File: config.mk
export PLATFORM = sky130hd
export DESIGN_NAME = futex_waiter_table_unit
export DESIGN_NICKNAME = d
export VERILOG_FILES = /design/src/hdl/fwt_pkg.sv /design/src/hdl/futex_waiter_table_unit.sv /design/src/hdl/fwt_cell.sv /design/src/hdl/fwt_chain.sv
export SDC_FILE = /design/constraint.sdc
export NUM_CORES = 2
export LEC_CHECK = 0
export BUFFER_PORTS_ARGS = -buffer_cell sky130_fd_sc_hd__buf_2
export CAP_MARGIN = 20
export CORE_AREA = 10 10 651 653
export DETAILED_ROUTE_END_ITERATION = 10
export DIE_AREA = 0 0 661 663
export GPL_ROUTABILITY_DRIVEN = 0
export GPL_TIMING_DRIVEN = 0
export SYNTH_ARGS = -nofsm -noshare
export SYNTH_HDL_FRONTEND = slang
export SYNTH_SLANG_ARGS = --single-unit
File: constraint.sdc
create_clock -name clk -period 10.35 [get_ports clk]
set_clock_uncertainty 0.2 [all_clocks]
set_input_delay 2.07 -clock clk [delete_from_list [all_inputs] [get_ports clk]]
set_output_delay 2.07 -clock clk [all_outputs]
set_load 0.02 [all_outputs]
File: src/hdl/fwt_pkg.sv
// fwt_pkg: shared types, codes and constants of the futex waiter table.
// Used by fwt_cell, fwt_chain and futex_waiter_table_unit.
package fwt_pkg;

    localparam int MAX_WAITERS_DEF = 32;
    localparam int PAGE_BYTES      = 4096;   // power of two, offsets are masked
    localparam int KEY_BITS        = 16;

    localparam logic [15:0] KEY_MASK = 16'((64'd1 << KEY_BITS) - 64'd1);
    localparam logic [11:0] OFF_MASK = 12'(PAGE_BYTES - 1);

    localparam logic [1:0] REQ_WAIT    = 2'd0;
    localparam logic [1:0] REQ_WAKE    = 2'd1;
    localparam logic [1:0] REQ_REQUEUE = 2'd2;
    localparam logic [1:0] REQ_PURGE   = 2'd3;

    localparam logic [1:0] ST_OK     = 2'd0;
    localparam logic [1:0] ST_PERM   = 2'd1;
    localparam logic [1:0] ST_FULL   = 2'd2;

    localparam logic KIND_REPORT = 1'b0;
    localparam logic KIND_DONE   = 1'b1;

    typedef struct packed {
        logic [1:0]  req_type;
        logic [15:0] page_key;
        logic [11:0] offset;
        logic [15:0] waiter_tag;
        logic [7:0]  wake_limit;
        logic [15:0] target_page_key;
        logic [11:0] target_offset;
        logic [7:0]  requeue_limit;
        logic        page_shared_file;
        logic        target_shared_file;
    } req_t;

    typedef struct packed {
        logic        result_kind;
        logic [15:0] woken_tag;
        logic [1:0]  status;
        logic [5:0]  done_count;
        logic        last;
    } rsp_t;

    typedef struct packed {
        logic [15:0] page;
        logic [11:0] off;
        logic [15:0] tag;
    } entry_t;

    typedef enum logic [1:0] {
        S_IDLE,
        S_SCAN,
        S_MOVE,
        S_DONE
    } state_t;

endpackage

File: src/hdl/futex_waiter_table_unit.sv
// futex_waiter_table_unit: top level of the futex waiter table.
// Depends on fwt_pkg, fwt_chain, fwt_cell.
//
// Request channel req/req_valid/req_ready carries one req_t beat; result
// channel rsp/rsp_valid/rsp_ready carries rsp_t beats. Every request yields
// zero or more woken-waiter reports followed by one completion (last = 1).
// Waiters live in a chain of cells; a scan pops the head slot each cycle,
// drops it (woken or purged), sets it aside in a second chain (requeued) or
// pushes it back at the tail, so the table comes back in order.
// Wait and refused requests go straight to the completion in the result
// register. Wake, requeue and purge first scan the N waiters held, one slot
// per cycle while the result register is free, then move the M requeued
// waiters back to the main chain before the completion is loaded.
// Requests are taken one at a time, only while the unit is idle; the
// completion register does not block a new request.
// Reset empties the table at once (count to zero, no clearing pass).
// A stalled receiver holds the result register; the scan stops while a
// report cannot be handed over, and resumes when it is taken.
module futex_waiter_table_unit #(
    parameter int MAX_WAITERS = fwt_pkg::MAX_WAITERS_DEF
) (
    input  logic          clk,
    input  logic          rst_n,
    input  logic          req_valid,
    output logic          req_ready,
    input  fwt_pkg::req_t req,
    output logic          rsp_valid,
    input  logic          rsp_ready,
    output fwt_pkg::rsp_t rsp
);

    localparam int IW = (MAX_WAITERS > 1) ? $clog2(MAX_WAITERS) : 1;
    localparam int CW = $clog2(MAX_WAITERS + 1);

    fwt_pkg::state_t state_reg, state_next;
    logic [CW-1:0]   count_reg, count_next;
    logic [CW-1:0]   rem_reg, rem_next;
    logic [CW-1:0]   woke_reg, woke_next;
    logic [CW-1:0]   moved_reg, moved_next;
    logic [CW-1:0]   done_reg, done_next;
    logic [1:0]      status_reg, status_next;
    fwt_pkg::req_t   cur_reg, cur_next;
    logic            out_valid_reg;
    fwt_pkg::rsp_t   out_reg;

    logic            accept, can_emit, emit;
    fwt_pkg::rsp_t   emit_data;
    logic            m_pop, m_push, q_pop, q_push;
    logic [IW-1:0]   m_idx, q_idx;
    fwt_pkg::entry_t m_data, q_data, m_head, q_head;
    logic            is_purge, hit;
    logic [15:0]     in_key;
    logic [11:0]     in_off;

    assign accept   = req_valid && req_ready;
    assign can_emit = !out_valid_reg || rsp_ready;
    assign is_purge = (cur_reg.req_type == fwt_pkg::REQ_PURGE);
    assign in_key   = req.page_key & fwt_pkg::KEY_MASK;
    assign in_off   = req.offset & fwt_pkg::OFF_MASK;
    assign hit      = (m_head.page == cur_reg.page_key) &&
                      (is_purge || (m_head.off == cur_reg.offset));

    // request as held for the scan, keys and offsets already reduced
    always_comb
    begin
        cur_next                 = req;
        cur_next.page_key        = in_key;
        cur_next.offset          = in_off;
        cur_next.target_page_key = req.target_page_key & fwt_pkg::KEY_MASK;
        cur_next.target_offset   = req.target_offset & fwt_pkg::OFF_MASK;
    end

    // next state
    always_comb
    begin
        state_next = state_reg;
        unique case (state_reg)
            fwt_pkg::S_IDLE:
            begin
                if (accept)
                begin
                    if (req.req_type == fwt_pkg::REQ_WAIT ||
                        (req.req_type != fwt_pkg::REQ_PURGE &&
                         (req.page_shared_file ||
                          (req.req_type == fwt_pkg::REQ_REQUEUE &&
                           req.target_shared_file))))
                    begin
                        state_next = fwt_pkg::S_DONE;
                    end
                    else
                    begin
                        state_next = fwt_pkg::S_SCAN;
                    end
                end
            end
            fwt_pkg::S_SCAN:
            begin
                if (rem_reg == '0)
                begin
                    state_next = fwt_pkg::S_MOVE;
                end
            end
            fwt_pkg::S_MOVE:
            begin
                if (moved_reg == '0)
                begin
                    state_next = fwt_pkg::S_DONE;
                end
            end
            fwt_pkg::S_DONE:
            begin
                if (can_emit)
                begin
                    state_next = fwt_pkg::S_IDLE;
                end
            end
            default: state_next = fwt_pkg::S_IDLE;
        endcase
    end

    // datapath control
    always_comb
    begin
        req_ready   = (state_reg == fwt_pkg::S_IDLE);
        count_next  = count_reg;
        rem_next    = rem_reg;
        woke_next   = woke_reg;
        moved_next  = moved_reg;
        done_next   = done_reg;
        status_next = status_reg;
        m_pop = 1'b0; m_push = 1'b0; q_pop = 1'b0; q_push = 1'b0;
        m_idx  = count_reg[IW-1:0];
        q_idx  = moved_reg[IW-1:0];
        m_data = m_head;
        q_data = '{page: cur_reg.target_page_key, off: cur_reg.target_offset,
                   tag: m_head.tag};
        emit      = 1'b0;
        emit_data = '{result_kind: fwt_pkg::KIND_REPORT, woken_tag: m_head.tag,
                      status: fwt_pkg::ST_OK, done_count: 6'd0, last: 1'b0};
        unique case (state_reg)
            fwt_pkg::S_IDLE:
            begin
                rem_next    = count_reg;
                woke_next   = '0;
                moved_next  = '0;
                done_next   = '0;
                status_next = fwt_pkg::ST_OK;
                if (accept)
                begin
                    if (req.req_type == fwt_pkg::REQ_WAIT)
                    begin
                        if (req.page_shared_file)
                        begin
                            status_next = fwt_pkg::ST_PERM;
                        end
                        else if (count_reg >= CW'(MAX_WAITERS))
                        begin
                            status_next = fwt_pkg::ST_FULL;
                        end
                        else
                        begin
                            m_push     = 1'b1;
                            m_data     = '{page: in_key, off: in_off,
                                           tag: req.waiter_tag};
                            count_next = count_reg + 1'b1;
                        end
                    end
                    else if (req.req_type != fwt_pkg::REQ_PURGE &&
                             (req.page_shared_file ||
                              (req.req_type == fwt_pkg::REQ_REQUEUE &&
                               req.target_shared_file)))
                    begin
                        status_next = fwt_pkg::ST_PERM;
                    end
                end
            end
            fwt_pkg::S_SCAN:
            begin
                if (rem_reg != '0 && can_emit)
                begin
                    m_pop    = 1'b1;
                    rem_next = rem_reg - 1'b1;
                    if (hit && is_purge)
                    begin
                        count_next = count_reg - 1'b1;
                        done_next  = done_reg + 1'b1;
                    end
                    else if (hit && (8'(woke_reg) < cur_reg.wake_limit))
                    begin
                        emit       = 1'b1;
                        count_next = count_reg - 1'b1;
                        woke_next  = woke_reg + 1'b1;
                        done_next  = done_reg + 1'b1;
                    end
                    else if (hit && cur_reg.req_type == fwt_pkg::REQ_REQUEUE &&
                             (8'(moved_reg) < cur_reg.requeue_limit))
                    begin
                        q_push     = 1'b1;
                        count_next = count_reg - 1'b1;
                        moved_next = moved_reg + 1'b1;
                        done_next  = done_reg + 1'b1;
                    end
                    else
                    begin
                        // keep: back in at the tail, after the shift
                        m_push = 1'b1;
                        m_idx  = IW'(count_reg - 1'b1);
                    end
                end
            end
            fwt_pkg::S_MOVE:
            begin
                if (moved_reg != '0)
                begin
                    q_pop      = 1'b1;
                    m_push     = 1'b1;
                    m_data     = q_head;
                    count_next = count_reg + 1'b1;
                    moved_next = moved_reg - 1'b1;
                end
            end
            fwt_pkg::S_DONE:
            begin
                if (can_emit)
                begin
                    emit      = 1'b1;
                    emit_data = '{result_kind: fwt_pkg::KIND_DONE, woken_tag: 16'd0,
                                  status: status_reg, done_count: 6'(done_reg),
                                  last: 1'b1};
                end
            end
            default: ;
        endcase
    end

    always_ff @(posedge clk or negedge rst_n)
    begin
        if (!rst_n)
        begin
            state_reg     <= fwt_pkg::S_IDLE;
            count_reg     <= '0;
            rem_reg       <= '0;
            woke_reg      <= '0;
            moved_reg     <= '0;
            done_reg      <= '0;
            status_reg    <= fwt_pkg::ST_OK;
            out_valid_reg <= 1'b0;
        end
        else
        begin
            state_reg  <= state_next;
            count_reg  <= count_next;
            rem_reg    <= rem_next;
            woke_reg   <= woke_next;
            moved_reg  <= moved_next;
            done_reg   <= done_next;
            status_reg <= status_next;
            if (emit)
            begin
                out_valid_reg <= 1'b1;
            end
            else if (rsp_ready)
            begin
                out_valid_reg <= 1'b0;
            end
        end
    end

    always_ff @(posedge clk)
    begin
        if (accept)
        begin
            cur_reg <= cur_next;
        end
        if (emit)
        begin
            out_reg <= emit_data;
        end
    end

    fwt_chain #(.DEPTH(MAX_WAITERS), .IW(IW)) u_main (
        .clk       (clk),
        .pop       (m_pop),
        .push      (m_push),
        .push_idx  (m_idx),
        .push_data (m_data),
        .head      (m_head)
    );

    fwt_chain #(.DEPTH(MAX_WAITERS), .IW(IW)) u_move (
        .clk       (clk),
        .pop       (q_pop),
        .push      (q_push),
        .push_idx  (q_idx),
        .push_data (q_data),
        .head      (q_head)
    );

    assign rsp_valid = out_valid_reg;
    assign rsp       = out_reg;

    a_count_max: assert property (@(posedge clk) disable iff (!rst_n)
        count_reg <= CW'(MAX_WAITERS))
        else $error("waiter count above table size");

    a_scan_stall: assert property (@(posedge clk) disable iff (!rst_n)
        state_reg == fwt_pkg::S_SCAN && rsp_valid && !rsp_ready |=> $stable(rem_reg))
        else $error("scan advanced while result stalled");

    a_done_last: assert property (@(posedge clk) disable iff (!rst_n)
        rsp_valid && rsp.result_kind == fwt_pkg::KIND_DONE |-> rsp.last)
        else $error("completion without last");

    a_moved_bound: assert property (@(posedge clk) disable iff (!rst_n)
        count_reg + moved_reg <= CW'(MAX_WAITERS) || state_reg != fwt_pkg::S_MOVE)
        else $error("requeued waiters overflow table");

endmodule

File: src/hdl/fwt_cell.sv
// fwt_cell: one waiter slot of the chain.
// Depends on fwt_pkg (entry_t).
module fwt_cell (
    input  logic            clk,
    input  logic            shift,
    input  fwt_pkg::entry_t sh_data,
    input  logic            load,
    input  fwt_pkg::entry_t ld_data,
    output fwt_pkg::entry_t q
);

    fwt_pkg::entry_t q_reg;

    always_ff @(posedge clk)
    begin
        if (load)
        begin
            q_reg <= ld_data;
        end
        else if (shift)
        begin
            q_reg <= sh_data;
        end
    end

    assign q = q_reg;

endmodule

File: src/hdl/fwt_chain.sv
// fwt_chain: row of fwt_cell slots; pop shifts toward slot 0, push loads
// one slot by index (index counted after the shift). Depends on fwt_pkg.
module fwt_chain #(
    parameter int DEPTH = fwt_pkg::MAX_WAITERS_DEF,
    parameter int IW    = (DEPTH > 1) ? $clog2(DEPTH) : 1
) (
    input  logic            clk,
    input  logic            pop,
    input  logic            push,
    input  logic [IW-1:0]   push_idx,
    input  fwt_pkg::entry_t push_data,
    output fwt_pkg::entry_t head
);

    fwt_pkg::entry_t q [DEPTH];

    for (genvar i = 0; i < DEPTH; i++)
    begin : g_cell
        fwt_pkg::entry_t nb;
        if (i == DEPTH - 1)
        begin : g_end
            assign nb = q[i];
        end
        else
        begin : g_mid
            assign nb = q[i+1];
        end

        fwt_cell u_cell (
            .clk     (clk),
            .shift   (pop),
            .sh_data (nb),
            .load    (push && (push_idx == IW'(i))),
            .ld_data (push_data),
            .q       (q[i])
        );
    end

    assign head = q[0];

endmodule
==> summary.txt <==
Route
  – Final antenna-violating net count: 0
  – Wire per inst: 20.6 um
  – First-iteration detailed-routing DRC count: 4,070
  – DR vias/cell: 4.59
  – Total vias in the final route: 60,400
  – Routed WL: 270 mm
  – DRC: 0
  – Pre-Repair DR Iteration Count: 5

Clock tree
  – CTS tree: done
  – Clock Sinks: 2,950
  – Worst skew pair latency: 0.92 ns
  – H-Tree Depth: 5
  – Post-CTS Resized: 0
  – CTS buffer count: 317
  – Longest Clk Path Bufs: 4
  – Root Driver: clkbuf_16
  – CTS clk-pin slew, worst paths: 0.06 ns
  – Hold buffer count at CTS: 0
  – Setup Buffers After CTS: 0

Global routing
  – GR Overflow Total: 0
  – Global-route wire length before repair: 411 mm
  – Initial antenna violation count: 25
  – Vias in the first global route: 64,900
  – GRT Resource Usage Total: 0.120
  – Largest net degree at the start of global routing: 50

Yosys
  – FF+latch count, synth: 2,950
  – Mapped Cells: 6,881
  – Area contributors post-synth: edfxtp_1 69%, mux2_2 22%, mux2_1 1.5%
  – Post-synthesis sequential area ratio: 0.697
  – Avg Inst Size Synth: 18.4 sq um
  – Post-synth top cells: 2,915 x edfxtp_1, 2,480 x mux2_2, 332 x clkbuf_1
  – EDFF count, synth: 2,915
  – Most numerous cell in the Yosys netlist: edfxtp_1
  – Cell taking the most area after synthesis: edfxtp_1
  – Post-synth top flop: edfxtp_1
  – FFs w/ async S/R, synth: 0.0119
  – Synth top area share: 0.690
  – Synthesized cell area: 127,000 sq um
  – Distinct cells, synth: 79
  – Ys Warns: 0
  – Post-Syn Nets: 7,003

Floorplan
  – Die height: 663 um
  – Initial core utilization: 0.309
  – Rows: 236
  – I/O pin count: 124
  – DIE WIDTH: 661 um
  – Floorplan core area: 411,000 sq um
  – Full die area: 438,000 sq um

Layout
  – Fin cells: 13,100
  – Nets: 7,518
  – Area Growth Syn to Fin: 15.0%
  – Layout cell share with drive strength beyond 1: 0.464

Timing
  – Max transition margin: 0.194
  – RSZ-0062 raised after global routing: no
  – Min Tclk post-route: 6.14 ns
  – Fmax: 163 MHz
  – Final hold violation count: 0
  – Slew @ Worst Pin: 1.21 ns
  – Final setup fails: 0
  – Final-report max-slew violation count: 0
  – Fin crit share: 0.593
  – Hold Slack: 0.305 ns

Pwr
  – Switching Share: 0.303
  – P_leak: 47.6 nW
  – Sequential Power Share: 0.484
  – Pint: 29.9 mW
  – Peak supply drop: 209 uV
  – Clock network fraction of design power: 0.259
  – PD cells: 293 nW/um^2
  – Switching pwr: 13.0 mW
  – Combinational cell fraction of total power: 0.258

Critical path
  – CP arrival: 6.45 ns
  – Critical Path Sink Type: flip-flop
  – Worst R2R Path Depth: 11
  – Crit path kind: in2reg
  – Top fanout value on the critical path: 44
  – Req. time, crit path: 10.66 ns
  – Critical Path Start Type: input port

Min path
  – Hold depth: 1
  – Worst min path class: reg2reg

Placement
  – Placed cell count: 12,500
  – Placed wire-length estimate: 196 mm
  – Port Buffers: 123

Status
  – Status: completed

Run
  – Max Cap Violations: 0
==> critical path, stage by stage <==
cell      delay [ns]
buf_2           0.09
nor2b_1         0.11
a21o_2          0.29
nor2_1          0.26
buf_1           0.82
nand4_4         0.57
a221oi_4        0.90
buf_2           0.36
or2_2           0.87
==> stage by stage <==
stage | setup WS, ns | cell area [sq um] | utilization | setup TNS, ns | total power, mW
detailed placement | 3.18 | 136000 | 0.330 | 0 | 31.9
global route | 4.09 | 146000 | 0.355 | 0 | 44.9
floorplan | 2.75 | 127000 | - | 0 | 27.6
finish | 4.21 | 146000 | 0.355 | 0 | 42.8
CTS | 4.06 | 146000 | 0.354 | 0 | 43.2
global placement | -0.921 | 134000 | 0.327 | -40.20 | 31.1
==> cells by family (layout without fill, tap and decap cells) <==
| kind of cell | count (synthesis) | count (layout) | synth area share |
|---|---|---|---|
| other | 0 | 30 | 0 |
| muxes | 2737 | 2737 | 0.245 |
| buffers and inverters | 608 | 1370 | 0.0233 |
| DFF | 2950 | 2950 | 0.697 |
| and+or+nand+nor | 353 | 353 | 0.0154 |
| xor gates and xnor gates | 48 | 48 | 0.00331 |
| AOI/OAI and AO/OA | 159 | 159 | 0.0138 |
| adders and majority gates | 26 | 26 | 0.00262 |
==> final timing paths <==
| check | from | endpoint | slack (ns) |
|---|---|---|---|
| setup / recovery | rsp_ready | u_main.g_cell[29].u_cell.q[8] | 4.21 |
| hold / removal | u_move.g_cell[3].u_cell.q[35] | u_move.g_cell[2].u_cell.q[35] | 0.31 |
| setup reg to reg | u_main.g_cell[0].u_cell.q[24] | u_move.g_cell[12].u_cell.q[11] | 4.28 |
| hold reg to reg | u_move.g_cell[3].u_cell.q[35] | u_move.g_cell[2].u_cell.q[35] | 0.31 |
| max in group asynchronous | rst_n | moved_reg[3] | 8.33 |
| min in group asynchronous | rst_n | rsp_valid | 1.07 |
==> power groups by stage <==
stage          Sequential, mW  Clock [mW]  Combinational [mW]
5_1_grt                  21.1        11.8                12.0
2_1_floorplan            20.5           0                7.08
6_report                 20.7        11.1                11.0
3_5_place_dp             20.9           0                11.0
3_3_place_gp             21.0           0                10.1
4_1_cts                  20.8        11.3                11.1
==> cell type report <==
class,instances,area (sq um)
plain buffers,578,2840
flip-flops and latches,2950,88400
multi-input cells,3323,35700
clock buffers,405,8400
fillers,38200,265000
clock inverters,161,1650
repair buffers,196,2000
well taps,5474,6850
inverters,30,113
diodes,30,75.1
==> routing by layer <==
layer	share of wire	up-vias	GRT usage	wire length (um)
li1	-	27800	-	-
met1	0.42	31100	0.149	113000
met2	0.51	990	0.213	138000
met3	0.031	465	0.0135	8260
met4	0.040	0	0.0462	10900
met5	0	-	0	0
==> cells in the final DEF, fill, tap and decap left out, drive strengths merged, types with 5 or more instances in the layout <==
master,n
edfxtp,2915
mux2,2731
clkbuf,737
buf,442
nand2,135
clkinv,115
a22oi,44
xnor2,41
inv,41
nor2,37
or2,35
dfrtp,35
diode,30
nand2b,29
bufinv,26
ha,25
nor3,24
o21ai,22
a21oi,19
a211oi,19
and2,17
nand3,17
a221oi,16
or4,15
nand4,13
and3,10
clkinvlp,9
xor2,7
mux2i,6
or3,6
nor4,5
a31oi,5
(Power assumes the default switching activity.)
